--- config.mk ---
export PLATFORM = sky130hd
export DESIGN_NAME = http_chunked_decoder
export DESIGN_NICKNAME = d
export VERILOG_FILES = /design/src/rtl/chd_pkg.sv /design/src/rtl/http_chunked_decoder.sv /design/src/rtl/chd_front.sv /design/src/rtl/chd_back.sv
export SDC_FILE = /design/constraint.sdc
export NUM_CORES = 1
export LEC_CHECK = 0
export BUFFER_PORTS_ARGS = -buffer_cell sky130_fd_sc_hd__buf_2
export CORE_ASPECT_RATIO = 1.25
export CORE_MARGIN = 5
export CORE_UTILIZATION = 50
export CTS_BUF_LIST = sky130_fd_sc_hd__clkbuf_16
export CTS_CLUSTER_DIAMETER = 100
export DETAILED_ROUTE_END_ITERATION = 16
export MAX_ROUTING_LAYER = met4
export PLACE_DENSITY = 0.74
export SLEW_MARGIN = 40
export SYNTH_ARGS = -nofsm -noshare
export SYNTH_HDL_FRONTEND = slang
export SYNTH_SLANG_ARGS = --single-unit
--- constraint.sdc ---
create_clock -name i_clk -period 3.9 [get_ports i_clk]
set_clock_uncertainty 0.05 [all_clocks]
set_input_delay 0.195 -clock i_clk [delete_from_list [all_inputs] [get_ports i_clk]]
set_output_delay 0.195 -clock i_clk [all_outputs]
set_load 0.01 [all_outputs]
--- src/rtl/chd_pkg.sv ---
// ----------------------------------------------------------------------------
// chd_pkg
// Shared types, codes and helpers for the chunked transfer decoder.
// ----------------------------------------------------------------------------
package chd_pkg;

    localparam int SIZE_BITS       = 32;
    localparam int COUNT_BITS      = 32;
    localparam int LINE_BITS       = 12;
    localparam int SIZE_LIM_BITS   = 8;
    localparam int CFG_DATA_BITS   = 12;
    localparam int STATUS_BITS     = 3;
    localparam int OUT_FIELD_BITS  = 8 + STATUS_BITS + 32;
    localparam int OUT_TDATA_BITS  = ((OUT_FIELD_BITS + 7) / 8) * 8;
    localparam int QUEUE_DEPTH     = 2;
    localparam int QUEUE_PTR_BITS  = $clog2(QUEUE_DEPTH);
    localparam int QUEUE_CNT_BITS  = $clog2(QUEUE_DEPTH + 1);

    localparam logic [1:0] OP_DATA    = 2'd0;
    localparam logic [1:0] OP_CLOSE   = 2'd1;
    localparam logic [1:0] OP_RESTART = 2'd2;

    localparam logic [STATUS_BITS-1:0] ST_BUSY     = 3'd0;
    localparam logic [STATUS_BITS-1:0] ST_DONE     = 3'd1;
    localparam logic [STATUS_BITS-1:0] ST_LONG     = 3'd2;
    localparam logic [STATUS_BITS-1:0] ST_BADCRLF  = 3'd3;
    localparam logic [STATUS_BITS-1:0] ST_CLOSED   = 3'd4;
    localparam logic [STATUS_BITS-1:0] ST_OVERFLOW = 3'd5;

    localparam logic [7:0] BYTE_CR = 8'h0D;
    localparam logic [7:0] BYTE_LF = 8'h0A;

    localparam logic CFG_SIZE_LIMIT    = 1'b0;
    localparam logic CFG_TRAILER_LIMIT = 1'b1;

    localparam logic [SIZE_LIM_BITS-1:0] SIZE_LIMIT_RST    = 8'd63;
    localparam logic [LINE_BITS-1:0]     TRAILER_LIMIT_RST = 12'd4095;

    typedef enum logic [2:0] {
        PH_SIZE,
        PH_DATA,
        PH_CRLF,
        PH_TRAILER,
        PH_DONE,
        PH_FAIL
    } t_phase;

    // classified stream item, as queued between front and back
    typedef struct packed {
        logic [1:0] op;
        logic [7:0] data;
        logic       is_cr;
        logic       is_lf;
        logic       hex_ok;
        logic [3:0] hex_val;
    } t_item;

    typedef struct packed {
        logic [SIZE_LIM_BITS-1:0] size_limit;
        logic [LINE_BITS-1:0]     trailer_limit;
    } t_limits;

    // {valid, value} of an ASCII hex digit
    function automatic logic [4:0] hex_decode(input logic [7:0] b);
        logic is_dec;
        logic is_alpha;
        is_dec   = (b >= 8'h30) && (b <= 8'h39);
        is_alpha = ((b >= 8'h61) && (b <= 8'h66)) || ((b >= 8'h41) && (b <= 8'h46));
        if (is_dec) begin
            return {1'b1, b[3:0]};
        end else if (is_alpha) begin
            return {1'b1, b[3:0] + 4'd9};
        end
        return 5'd0;
    endfunction

endpackage

--- src/rtl/http_chunked_decoder.sv ---
// An accepted item is written to the queue; its result is registered when chd_back pops it.
// Throughput: one byte item per cycle unless the output stalls; chd_back steps its parser per item.
// A 2-entry queue and the output register let input and output stall independently.
// Reset (i_rst_n low, synchronous): parser returns to the size line phase, queue and
// output empty, line limits back to 63 and 4095.
// ----------------------------------------------------------------------------
// http_chunked_decoder
// HTTP/1.1 chunked body decoder, one stream byte per item.
// ----------------------------------------------------------------------------
module http_chunked_decoder (
    input  logic                                i_clk,
    input  logic                                i_rst_n,
    input  logic                                i_cfg_valid,
    output logic                                o_cfg_ready,
    input  logic                                i_cfg_index,
    input  logic [chd_pkg::CFG_DATA_BITS-1:0]   i_cfg_data,
    input  logic                                i_s_tvalid,
    output logic                                o_s_tready,
    input  logic [7:0]                          i_s_tdata,   // [7:0] data_byte
    input  logic [1:0]                          i_s_tuser,   // [1:0] op
    output logic                                o_m_tvalid,
    input  logic                                i_m_tready,
    // [7:0] out_byte, [10:8] status, [42:11] bytes_written, rest zero
    output logic [chd_pkg::OUT_TDATA_BITS-1:0]  o_m_tdata,
    output logic                                o_m_tuser    // [0] out_valid
);
    import chd_pkg::*;

    t_limits r_limits;
    logic    q_valid;
    logic    q_ready;
    t_item   q_item;

    assign o_cfg_ready = 1'b1;

    always_ff @(posedge i_clk) begin
        if (!i_rst_n) begin
            r_limits.size_limit    <= SIZE_LIMIT_RST;
            r_limits.trailer_limit <= TRAILER_LIMIT_RST;
        end else if (i_cfg_valid) begin
            if (i_cfg_index == CFG_SIZE_LIMIT) begin
                r_limits.size_limit <= i_cfg_data[SIZE_LIM_BITS-1:0];
            end else begin
                r_limits.trailer_limit <= i_cfg_data[LINE_BITS-1:0];
            end
        end
    end

    chd_front u_front (
        .i_clk      (i_clk),
        .i_rst_n    (i_rst_n),
        .i_s_tvalid (i_s_tvalid),
        .o_s_tready (o_s_tready),
        .i_s_tdata  (i_s_tdata),
        .i_s_tuser  (i_s_tuser),
        .o_q_valid  (q_valid),
        .i_q_ready  (q_ready),
        .o_q_item   (q_item)
    );

    chd_back u_back (
        .i_clk      (i_clk),
        .i_rst_n    (i_rst_n),
        .i_limits   (r_limits),
        .i_q_valid  (q_valid),
        .o_q_ready  (q_ready),
        .i_q_item   (q_item),
        .o_m_tvalid (o_m_tvalid),
        .i_m_tready (i_m_tready),
        .o_m_tdata  (o_m_tdata),
        .o_m_tuser  (o_m_tuser)
    );

endmodule

--- src/rtl/chd_front.sv ---
// ----------------------------------------------------------------------------
// chd_front
// Accepts stream items, classifies the byte and queues them for the back end.
// ----------------------------------------------------------------------------
module chd_front (
    input  logic             i_clk,
    input  logic             i_rst_n,
    input  logic             i_s_tvalid,
    output logic             o_s_tready,
    input  logic [7:0]       i_s_tdata,   // [7:0] data_byte
    input  logic [1:0]       i_s_tuser,   // [1:0] op
    output logic             o_q_valid,
    input  logic             i_q_ready,
    output chd_pkg::t_item   o_q_item
);
    import chd_pkg::*;

    t_item                     r_mem [QUEUE_DEPTH];
    logic [QUEUE_PTR_BITS-1:0] r_wr_ptr;
    logic [QUEUE_PTR_BITS-1:0] r_rd_ptr;
    logic [QUEUE_CNT_BITS-1:0] r_count;
    logic                      push;
    logic                      pop;
    t_item                     cls;
    logic [4:0]                hex;

    assign hex          = hex_decode(i_s_tdata);
    assign cls.op       = i_s_tuser;
    assign cls.data     = i_s_tdata;
    assign cls.is_cr    = (i_s_tdata == BYTE_CR);
    assign cls.is_lf    = (i_s_tdata == BYTE_LF);
    assign cls.hex_ok   = hex[4];
    assign cls.hex_val  = hex[3:0];

    assign o_s_tready = (r_count != QUEUE_CNT_BITS'(QUEUE_DEPTH));
    assign push       = i_s_tvalid && o_s_tready;
    assign o_q_valid  = (r_count != '0);
    assign pop        = o_q_valid && i_q_ready;
    assign o_q_item   = r_mem[r_rd_ptr];

    always_ff @(posedge i_clk) begin
        if (push) begin
            r_mem[r_wr_ptr] <= cls;
        end
    end

    always_ff @(posedge i_clk) begin
        if (!i_rst_n) begin
            r_wr_ptr <= '0;
            r_rd_ptr <= '0;
            r_count  <= '0;
        end else begin
            if (push) begin
                r_wr_ptr <= r_wr_ptr + 1'b1;
            end
            if (pop) begin
                r_rd_ptr <= r_rd_ptr + 1'b1;
            end
            if (push && !pop) begin
                r_count <= r_count + 1'b1;
            end else if (pop && !push) begin
                r_count <= r_count - 1'b1;
            end
        end
    end

    a_count_range: assert property (@(posedge i_clk) disable iff (!i_rst_n)
        r_count <= QUEUE_CNT_BITS'(QUEUE_DEPTH))
        else $error("queue count out of range");

    a_count_push: assert property (@(posedge i_clk) disable iff (!i_rst_n)
        push && !pop |=> r_count == $past(r_count) + 1'b1)
        else $error("queue count did not follow a push");

    a_count_pop: assert property (@(posedge i_clk) disable iff (!i_rst_n)
        pop && !push |=> r_count == $past(r_count) - 1'b1)
        else $error("queue count did not follow a pop");

endmodule

--- src/rtl/chd_back.sv ---
// ----------------------------------------------------------------------------
// chd_back
// Chunk parser state machine with a registered result stage.
// ----------------------------------------------------------------------------
module chd_back (
    input  logic                                i_clk,
    input  logic                                i_rst_n,
    input  chd_pkg::t_limits                    i_limits,
    input  logic                                i_q_valid,
    output logic                                o_q_ready,
    input  chd_pkg::t_item                      i_q_item,
    output logic                                o_m_tvalid,
    input  logic                                i_m_tready,
    // [7:0] out_byte, [10:8] status, [42:11] bytes_written, rest zero
    output logic [chd_pkg::OUT_TDATA_BITS-1:0]  o_m_tdata,
    output logic                                o_m_tuser   // [0] out_valid
);
    import chd_pkg::*;

    t_phase                  r_phase, n_phase;
    logic [STATUS_BITS-1:0]  r_fail, n_fail;
    logic [LINE_BITS-1:0]    r_line_count, n_line_count;
    logic                    r_prev_cr, n_prev_cr;
    logic                    r_hex_active, n_hex_active;
    logic                    r_size_ovf, n_size_ovf;
    logic [SIZE_BITS-1:0]    r_acc, n_acc;
    logic [SIZE_BITS-1:0]    r_remaining, n_remaining;
    logic                    r_first_bad, n_first_bad;
    logic [COUNT_BITS-1:0]   r_written, n_written;

    logic                    r_out_valid;
    logic [OUT_TDATA_BITS-1:0] r_out_data;
    logic                    r_out_user;

    logic                    pop;
    logic [LINE_BITS:0]      limit;
    logic [LINE_BITS:0]      line_n;
    logic                    line_end;
    logic                    line_long;
    logic                    digit_take;
    logic                    acc_over;
    logic                    ovf_next;
    logic [SIZE_BITS-1:0]    acc_next;
    logic [SIZE_BITS-1:0]    remaining_dec;
    logic [7:0]              out_byte;
    logic                    out_flag;
    logic [STATUS_BITS-1:0]  status;

    assign o_q_ready = !r_out_valid || i_m_tready;
    assign pop       = i_q_valid && o_q_ready;

    assign limit     = (r_phase == PH_TRAILER) ? {1'b0, i_limits.trailer_limit}
                                               : (LINE_BITS+1)'(i_limits.size_limit);
    assign line_n    = {1'b0, r_line_count} + 1'b1;
    assign line_end  = r_prev_cr && i_q_item.is_lf;
    assign line_long = !line_end && (line_n >= limit);

    // size digits: stop at the first non-hex byte, freeze after overflow
    assign digit_take    = r_hex_active && i_q_item.hex_ok && !r_size_ovf;
    assign acc_over      = (r_acc[SIZE_BITS-1 -: 4] != 4'd0);
    assign ovf_next      = r_size_ovf || (digit_take && acc_over);
    assign acc_next      = (digit_take && !acc_over) ?
                           {r_acc[SIZE_BITS-5:0], i_q_item.hex_val} : r_acc;
    assign remaining_dec = r_remaining - 1'b1;

    // next phase and failure code
    always_comb begin
        n_phase = r_phase;
        n_fail  = r_fail;
        if (pop) begin
            unique case (i_q_item.op)
                OP_RESTART: begin
                    n_phase = PH_SIZE;
                    n_fail  = ST_BUSY;
                end
                OP_CLOSE: begin
                    if (r_phase != PH_DONE && r_phase != PH_FAIL) begin
                        n_phase = PH_FAIL;
                        n_fail  = ST_CLOSED;
                    end
                end
                OP_DATA: begin
                    unique case (r_phase)
                        PH_SIZE: begin
                            if (line_end) begin
                                if (ovf_next) begin
                                    n_phase = PH_FAIL;
                                    n_fail  = ST_OVERFLOW;
                                end else if (acc_next == '0) begin
                                    n_phase = PH_TRAILER;
                                end else begin
                                    n_phase = PH_DATA;
                                end
                            end else if (line_long) begin
                                n_phase = PH_FAIL;
                                n_fail  = ST_LONG;
                            end
                        end
                        PH_DATA: begin
                            if (remaining_dec == '0) begin
                                n_phase = PH_CRLF;
                            end
                        end
                        PH_CRLF: begin
                            if (r_line_count != '0) begin
                                if (r_first_bad || !i_q_item.is_lf) begin
                                    n_phase = PH_FAIL;
                                    n_fail  = ST_BADCRLF;
                                end else begin
                                    n_phase = PH_SIZE;
                                end
                            end
                        end
                        PH_TRAILER: begin
                            if (line_end) begin
                                if (line_n == (LINE_BITS+1)'(2)) begin
                                    n_phase = PH_DONE;
                                end
                            end else if (line_long) begin
                                n_phase = PH_FAIL;
                                n_fail  = ST_LONG;
                            end
                        end
                        default: begin
                        end
                    endcase
                end
                default: begin
                end
            endcase
        end
    end

    // line, size and count registers plus the result fields
    always_comb begin
        n_line_count = r_line_count;
        n_prev_cr    = r_prev_cr;
        n_hex_active = r_hex_active;
        n_size_ovf   = r_size_ovf;
        n_acc        = r_acc;
        n_remaining  = r_remaining;
        n_first_bad  = r_first_bad;
        n_written    = r_written;
        out_byte     = 8'd0;
        out_flag     = 1'b0;
        if (pop) begin
            unique case (i_q_item.op)
                OP_RESTART: begin
                    n_line_count = '0;
                    n_prev_cr    = 1'b0;
                    n_hex_active = 1'b1;
                    n_size_ovf   = 1'b0;
                    n_acc        = '0;
                    n_remaining  = '0;
                    n_first_bad  = 1'b0;
                    n_written    = '0;
                end
                OP_DATA: begin
                    unique case (r_phase)
                        PH_SIZE: begin
                            n_hex_active = r_hex_active && i_q_item.hex_ok;
                            n_size_ovf   = ovf_next;
                            n_acc        = acc_next;
                            if (line_end) begin
                                if (!ovf_next) begin
                                    if (acc_next != '0) begin
                                        n_remaining = acc_next;
                                    end
                                    n_line_count = '0;
                                    n_prev_cr    = 1'b0;
                                    n_hex_active = 1'b1;
                                    n_size_ovf   = 1'b0;
                                    n_acc        = '0;
                                end
                            end else if (!line_long) begin
                                n_line_count = line_n[LINE_BITS-1:0];
                                n_prev_cr    = i_q_item.is_cr;
                            end
                        end
                        PH_DATA: begin
                            out_byte    = i_q_item.data;
                            out_flag    = 1'b1;
                            n_remaining = remaining_dec;
                            if (r_written != '1) begin
                                n_written = r_written + 1'b1;
                            end
                            if (remaining_dec == '0) begin
                                n_line_count = '0;
                                n_first_bad  = 1'b0;
                            end
                        end
                        PH_CRLF: begin
                            if (r_line_count == '0) begin
                                n_first_bad  = !i_q_item.is_cr;
                                n_line_count = LINE_BITS'(1);
                            end else if (!(r_first_bad || !i_q_item.is_lf)) begin
                                n_line_count = '0;
                                n_prev_cr    = 1'b0;
                                n_hex_active = 1'b1;
                                n_size_ovf   = 1'b0;
                                n_acc        = '0;
                                n_first_bad  = 1'b0;
                            end
                        end
                        PH_TRAILER: begin
                            if (line_end) begin
                                if (line_n != (LINE_BITS+1)'(2)) begin
                                    n_line_count = '0;
                                    n_prev_cr    = 1'b0;
                                    n_hex_active = 1'b1;
                                    n_size_ovf   = 1'b0;
                                    n_acc        = '0;
                                end
                            end else if (!line_long) begin
                                n_line_count = line_n[LINE_BITS-1:0];
                                n_prev_cr    = i_q_item.is_cr;
                            end
                        end
                        default: begin
                        end
                    endcase
                end
                default: begin
                end
            endcase
        end
        if (n_phase == PH_DONE) begin
            status = ST_DONE;
        end else if (n_phase == PH_FAIL) begin
            status = n_fail;
        end else begin
            status = ST_BUSY;
        end
    end

    always_ff @(posedge i_clk) begin
        if (!i_rst_n) begin
            r_phase      <= PH_SIZE;
            r_fail       <= ST_BUSY;
            r_line_count <= '0;
            r_prev_cr    <= 1'b0;
            r_hex_active <= 1'b1;
            r_size_ovf   <= 1'b0;
            r_acc        <= '0;
            r_remaining  <= '0;
            r_first_bad  <= 1'b0;
            r_written    <= '0;
            r_out_valid  <= 1'b0;
        end else begin
            r_phase      <= n_phase;
            r_fail       <= n_fail;
            r_line_count <= n_line_count;
            r_prev_cr    <= n_prev_cr;
            r_hex_active <= n_hex_active;
            r_size_ovf   <= n_size_ovf;
            r_acc        <= n_acc;
            r_remaining  <= n_remaining;
            r_first_bad  <= n_first_bad;
            r_written    <= n_written;
            if (pop) begin
                r_out_valid <= 1'b1;
            end else if (i_m_tready) begin
                r_out_valid <= 1'b0;
            end
        end
    end

    always_ff @(posedge i_clk) begin
        if (pop) begin
            r_out_data <= OUT_TDATA_BITS'({n_written[31:0], status, out_byte});
            r_out_user <= out_flag;
        end
    end

    assign o_m_tvalid = r_out_valid;
    assign o_m_tdata  = r_out_data;
    assign o_m_tuser  = r_out_user;

    a_restart: assert property (@(posedge i_clk) disable iff (!i_rst_n)
        pop && i_q_item.op == OP_RESTART |=> r_phase == PH_SIZE && r_written == '0)
        else $error("restart did not clear the parser");

    a_data_remaining: assert property (@(posedge i_clk) disable iff (!i_rst_n)
        r_phase == PH_DATA |-> r_remaining != '0)
        else $error("payload phase with nothing left");

    a_written_mono: assert property (@(posedge i_clk) disable iff (!i_rst_n)
        !(pop && i_q_item.op == OP_RESTART) |=> r_written >= $past(r_written))
        else $error("byte count went backwards");

    a_crlf_count: assert property (@(posedge i_clk) disable iff (!i_rst_n)
        r_phase == PH_CRLF |-> r_line_count <= LINE_BITS'(1))
        else $error("trailing CRLF counter out of range");

endmodule
==> results_dict.tcl, run 1 <==
set metrics [dict create \
    status "completed" \
    hold_ws_ps 26.8 \
    hp-start "i_m_tready" \
    cap_viol_max_count 0 \
    rows 62 \
    fin_setup_tns_ps 0 \
    fin_ws_ps 304 \
    cp_cell_sequence "and3b_1, buf_4, mux2i_1, ha_1, nand4_1, nor2_1, a21oi_1, o211ai_1, nand2_1, a21boi_0, o31ai_2, and4b_1" \
    synth_cell_types 93 \
    start_util_pct 50.8 \
    areaGrowthSynthToFinish_pct 13.0 \
    cts_tree "built" \
    grt_pass1_wl_um 47800 \
    r2r.worst_path.cells 12 \
    synth_area_mm2 0.0117 \
    cts_root_buffer "clkbuf_16" \
    crit_fanout 12 \
    cts_setup_buffers 0 \
    n_fill_cell 2052 \
    fin_crit_ps 3600 \
    dp_hpwl_um 20200 \
    tightestPinTransition_ps 739 \
    nets 1386 \
    ys_top_cells_by_count "171 x nor2_1, 144 x dfxtp_1, 110 x nand2_1" \
    first_global_vias 9429 \
    crit_type "register to register" \
    ys_ff_latch 222 \
    holdPathStages 4 \
    grt_util_all_layers_pct 22.0 \
    multi_input_area_mm2 0.00601 \
    gr-total-overflow 0 \
    die_y_um 181 \
    synth_top_area_share_pct 24.7 \
    wl_per_cell_um 17.5 \
    die_w_um 147 \
    slew_violations 0 \
    antennaDiodeCount 0 \
    drtIter0Drc 675 \
    ys_seq_area_share_pct 44.8 \
    yosysMostFrequentCell "nor2_1" \
    dr.pass1.iters 6 \
    rsz0062_at_grt "false" \
    cp.arrival_ps 3810 \
    syn_inst 1268 \
    clk_path_buf_depth 3 \
    routed-via-count 9700 \
    gp_congestion 0.950 \
    vdd_drop_max_mv 0.342 \
    final.period_utilization_pct 92.2 \
    synth_largest_area_cell "dfxtp_1" \
    crit_path_start_kind "register" \
    worst_path_max_delay_cell "and3b_1" \
    slew_headroom_pct 49.5 \
    grt_start_max_net_pins 61 \
    stdcell_area_mm2 0.0132 \
    clock_latency_ps 510 \
    synth_enable_flop_cells 78 \
    antenna_found_initial 0 \
    place_ws_ps 247 \
    fmax_mhz 278 \
    setup_violations 0 \
    post_dp_cell_area_mm2 0.0123 \
    ioPinCount 80 \
    rrSetupSlack_ps 300 \
    vias_per_cell 5.91 \
    wirelength_um 28700 \
    worst_r2r_endpoint "u_back.o_m_tdata[9]" \
    syn_avg_cell_area_um2 9.19 \
    register_area_mm2 0.00523 \
    synth_top_flop_cell "dfxtp_1" \
    ys_async_sr_fraction_pct 0 \
    yosysWarnings 0 \
    fp.coreArea_mm2 0.0230 \
    drc 0 \
    ant_nets 0 \
    cts.htree.levels 1 \
    numPlacedInstances 1577 \
    worst_ep_required_time_ps 4110 \
    totalPowerFinal_mw 7.28 \
    drive_above_1_share_pct 13.6 \
    r2r-start "u_back.r_phase[0]" \
    die_area_mm2 0.0265 \
    hold_viol 0 \
    numCtsBuffers 23 \
    hold_path.class "input port to register" \
    powerDensity_mw_per_mm2 553 \
    critical_path.max_stage_delay_ps 590 \
    min_to "u_back.o_m_tvalid" \
    cp-end-kind "register" \
    cts.sinks 222 \
    port_buffers 73 \
    p_leak_nw 5.16 \
    synthTopCellsByArea "dfxtp_1 25%, edfxtp_1 20%, nor2_1 5.5%" \
    stdcell_count 1640 \
    fin_util_pct 57.3 \
    clk_pin_slew_ps 60 \
]
flip-flops by register name (all words and copies together) (netlist names), 2 cells and up, named ones only:
register / cells
r_limits: 20
u_back.o_m_tdata: 43
u_back.r_acc: 32
u_back.r_fail: 3
u_back.r_line_count: 12
u_back.r_phase: 3
u_back.r_remaining: 32
u_back.r_written: 32
u_front.r_count: 2
u_front.r_mem: 34
power by group:
group	total, mW	internal [mW]	switching [mW]
clock network	1.94	1.07	0.872
registers	2.95	2.79	0.164
logic	2.39	0.844	1.55
worst max path at each step:
stage                      startpoint              endpoint  slack [ps]
3_3_place_gp   u_back.r_line_count[0]   u_back.o_m_tdata[9]         360
2_1_floorplan       u_back.o_m_tvalid      u_back.r_acc[10]         480
5_1_grt        u_back.r_line_count[0]   u_back.o_m_tdata[9]           9
3_5_place_dp   u_back.r_line_count[0]  u_back.o_m_tdata[10]         250
4_1_cts        u_back.r_line_count[0]  u_back.o_m_tdata[10]         210
6_report            u_back.r_phase[0]   u_back.o_m_tdata[9]         300
repair_timing:
action,in CTS,in global routing
setup endpoints to repair,0,5
gates resized for setup,0,3
hold endpoints to repair,40,0
hold buffers,22,0
per-layer routing:
metal / GRT usage (%) / wire [um] / vias to the layer above
met4: 5.69 / 652 / 0
met2: 37.5 / 14200 / 295
li1: - / - / 4754
met1: 27.7 / 12400 / 4592
met5: - / 0 / -
met3: 2.73 / 1510 / 59
worst max-delay path: cells and delay by family, from the launching register on:
family	cells	cell delay [ps]
AO/OA/AOI/OAI	4	850
AND/OR/NAND/NOR	5	1200
multiplexers	1	200
buffers and inverters	1	260
flip-flops	1	520
adder cells (fa/ha/maj)	1	250
cell usage in the layout, fill, tap and decap left out, types with 13 or more instances in the layout:
master           n
nor2_1         170
dfxtp_1        144
nand2_1        110
edfxtp_1        78
a21oi_1         73
buf_2           73
nand3_1         64
mux2i_1         54
xor2_1          43
nor3_1          39
o21ai_0         39
buf_4           30
inv_1           27
nor4_1          27
xnor2_1         24
a22o_1          24
clkbuf_16       23
dlygate4sd3_1   22
nand4_1         21
ha_1            21
a2111oi_0       16
a31oi_1         15
a211oi_1        14
nor2b_1         13
final cells by class:
cell class | count | area share [%]
inverter | 22 | 0.627
clock inverter | 18 | 0.599
timing repair buffer | 126 | 6.31
sequential | 222 | 39.7
multi-input combinational | 941 | 45.7
clock buffer | 23 | 4.37
tap | 288 | 2.74
cell families after synthesis:
kind of cell	synth area share [%]
buffers and inverters	4.17
AO/OA/AOI/OAI	14.9
AND/OR/NAND/NOR	23.7
adder cells (fa/ha/maj)	2.36
XOR/XNOR	5.03
flip-flops	44.8
multiplexers	4.93
other	0.0644
(Power assumes the default switching activity.)
==> run 2, diff against run 1 <==
--- a/config.mk
+++ b/config.mk
@@ -10,10 +10,10 @@
 export CORE_MARGIN = 5
 export CORE_UTILIZATION = 50
 export CTS_BUF_LIST = sky130_fd_sc_hd__clkbuf_16
-export CTS_CLUSTER_DIAMETER = 100
+export CTS_CLUSTER_DIAMETER = 200
 export DETAILED_ROUTE_END_ITERATION = 16
 export MAX_ROUTING_LAYER = met4
-export PLACE_DENSITY = 0.74
+export PLACE_DENSITY_LB_ADDON = 0.3
 export SLEW_MARGIN = 40
 export SYNTH_ARGS = -nofsm -noshare
 export SYNTH_HDL_FRONTEND = slang
==> constraint.sdc (replaced) <==
create_clock -name i_clk -period 3.4 [get_ports i_clk]
set_clock_uncertainty 0.05 [all_clocks]
set_input_delay 0.17 -clock i_clk [delete_from_list [all_inputs] [get_ports i_clk]]
set_output_delay 0.17 -clock i_clk [all_outputs]
set_load 0.01 [all_outputs]
==> run 2 against run 1 <==
Clock power is 41% higher. Design area is 3.3% higher. Register-to-register slack worse by 160 ps. Setup slack got worse by 160 ps. Routed wire length increased by 2.9%. First-iteration DRC count fell by 6.5%. Clock-buffer cell count up 2. Via count is 2.0% higher. Global-route usage increased by 0.22 points. Utilization grew 1.9 points. Non-clock buffer count rose by 31. Die area is the same. Critical path type unchanged. Largest cell class unchanged.
==> results_dict.tcl, run 2 (synthesis results as in run 1) <==
set metrics [dict create \
    status "completed" \
    hold_path.class "input port to register" \
    vdd_drop_max_mv 0.429 \
    grt_start_max_net_pins 49 \
    worst_ep_required_time_ps 3630 \
    critical_path.max_stage_delay_ps 460 \
    fin_crit_ps 3260 \
    die_w_um 147 \
    power.switching_mw 3.03 \
    grt_util_all_layers_pct 22.2 \
    hold_viol 0 \
    cp_top_family "compound AO/OA/AOI/OAI gates" \
    p_clk_share_pct 30.5 \
    clock_latency_ps 520 \
    vias_per_cell 5.91 \
    cp.depth 11 \
    stdcell_count 1675 \
    rows 62 \
    routed-via-count 9892 \
    start_util_pct 50.8 \
    die_area_mm2 0.0265 \
    startpoint "u_back.r_line_count[0]" \
    gp_congestion 0.943 \
    drc 0 \
    final_cell_mix "170 x nor2_1, 143 x dfxtp_1, 110 x nand2_1, 78 x edfxtp_1" \
    wl_per_cell_um 17.6 \
    areaGrowthSynthToFinish_pct 16.7 \
    totalPowerFinal_mw 8.97 \
    crit_path_start_kind "register" \
    cap_viol_max_count 0 \
    cp-end-kind "register" \
    rrSetupSlack_ps 140 \
    fmax_mhz 307 \
    power.internal_mw 5.93 \
    p_leak_nw 5.41 \
    cp.arrival_ps 3480 \
    cts_root_buffer "clkbuf_16" \
    drive_above_1_share_pct 15.9 \
    port_buffers 73 \
    cts.sinks 222 \
    tightestPinTransition_ps 647 \
    critPathBufInv 2 \
    numPlacedInstances 1604 \
    antenna_found_initial 1 \
    numCtsBuffers 24 \
    crit_end "u_back.o_m_tdata[9]" \
    crit_fanout 7 \
    swShare_pct 33.8 \
    cp_cell_sequence "buf_4, ha_1, buf_4, nor3_1, a31oi_1, nor4b_1, o2111ai_1, o21ai_0, nand3_1, o31ai_2, and4b_1" \
    ant_nets 0 \
    r2r-start "u_back.r_line_count[0]" \
    crit_type "register to register" \
    fp.coreArea_mm2 0.0230 \
    clk_pin_slew_ps 60 \
    pwr-share-comb_pct 32.0 \
    first_global_vias 9494 \
    dr.pass1.iters 7 \
    p_seq_share_pct 37.5 \
    nets 1418 \
    slew_violations 0 \
    clk_path_buf_depth 3 \
    largest_reg_flops 43 \
    worst_r2r_endpoint "u_back.o_m_tdata[9]" \
    fin_setup_tns_ps 0 \
    grt_pass1_wl_um 48300 \
    ioPinCount 80 \
    crit_top_cell "buf_4" \
    gr-total-overflow 0 \
    drtIter0Drc 631 \
    cts.htree.levels 1 \
    wirelength_um 29500 \
    layout_commonest_cell "nor2_1" \
    setup_violations 0 \
    dp_hpwl_um 20800 \
    die_y_um 181 \
    cts_tree "built" \
    worst_path_max_delay_cell "nor4b_1" \
    powerDensity_mw_per_mm2 659 \
    final.period_utilization_pct 95.8 \
    r2r.worst_path.cells 11 \
    slew_headroom_pct 56.5 \
]
==> run 2: cell types whose count changed in the layout (fill, tap and decap cells not counted), moves of 2 or more <==
cell           change
inv_1              +3
clkinv_2           -4
bufinv_16          +5
clkbuf_16          +2
clkinv_1           -2
dlygate4sd3_1      +2
buf_4             +29
==> run 2: how the worst min path moves through the flow <==
stage / startpoint / to / slack [ps] / cells past startpoint
2_1_floorplan: i_s_tdata[3] / u_front.r_mem[0][10] / 220 / 0
3_3_place_gp: i_s_tuser[0] / u_front.r_mem[0][15] / 320 / 1
3_5_place_dp: i_s_tuser[0] / u_front.r_mem[0][15] / 320 / 1
4_1_cts: i_cfg_index / r_limits[18] / 6 / 4
5_1_grt: i_cfg_index / r_limits[18] / 20 / 4
6_report: i_cfg_index / r_limits[18] / 20 / 4
==> run 2: power groups by stage <==
| stage | registers, mW | clock network [mW] | logic (mW) |
|---|---|---|---|
| finish | 3.37 | 2.73 | 2.87 |
| global route | 3.41 | 2.91 | 3.11 |
| detailed placement | 3.43 | 0 | 2.79 |
| floorplan | 3.51 | 0 | 1.77 |
| CTS | 3.37 | 2.79 | 2.83 |
| global placement | 3.42 | 0 | 2.77 |
==> run 2: layout make-up <==
type,count,area (um2)
clock inverter,19,208
antenna,1,2.50
multi-input combinational,941,6030
clock buffer,25,626
tap,288,360
timing repair buffer,157,1070
sequential,222,5230
fill,2031,9360
inverter,22,83.8
==> run 2: repair_timing <==
action	4_1_cts	5_1_grt
gates resized for setup	0	8
hold buffers	24	0
setup endpoints to repair	0	8
buffers inserted	0	2
endpoints found under the hold margin	42	0
==> run 2: stage by stage <==
step / worst slack [ps] / hold WS [ps] / cell area [um2] / utilization, %
floorplan: 162 / 219 / 11700 / -
CTS: 60.2 / 5.66 / 13600 / 59.0
detailed placement: 92.6 / 323 / 12500 / 54.3
global placement: 228 / 324 / 12500 / 54.3
global route: -15.6 / 21.3 / 13600 / 59.2
finish: 143 / 16.9 / 13600 / 59.2
==> run 2: routing by layer <==
layer,vias to the layer above,track usage [%],wire length [um]
met5,-,-,0
met4,0,6.40,777
met3,71,3.28,1570
met2,299,37.8,14600
met1,4700,27.5,12500
li1,4822,-,-
==> run 2: tightest hold or removal path: cells and delay by family <==
family	cells	cell delay, ps
buffers and inverters	1	100
AO/OA/AOI/OAI	1	50
AND/OR/NAND/NOR	2	220
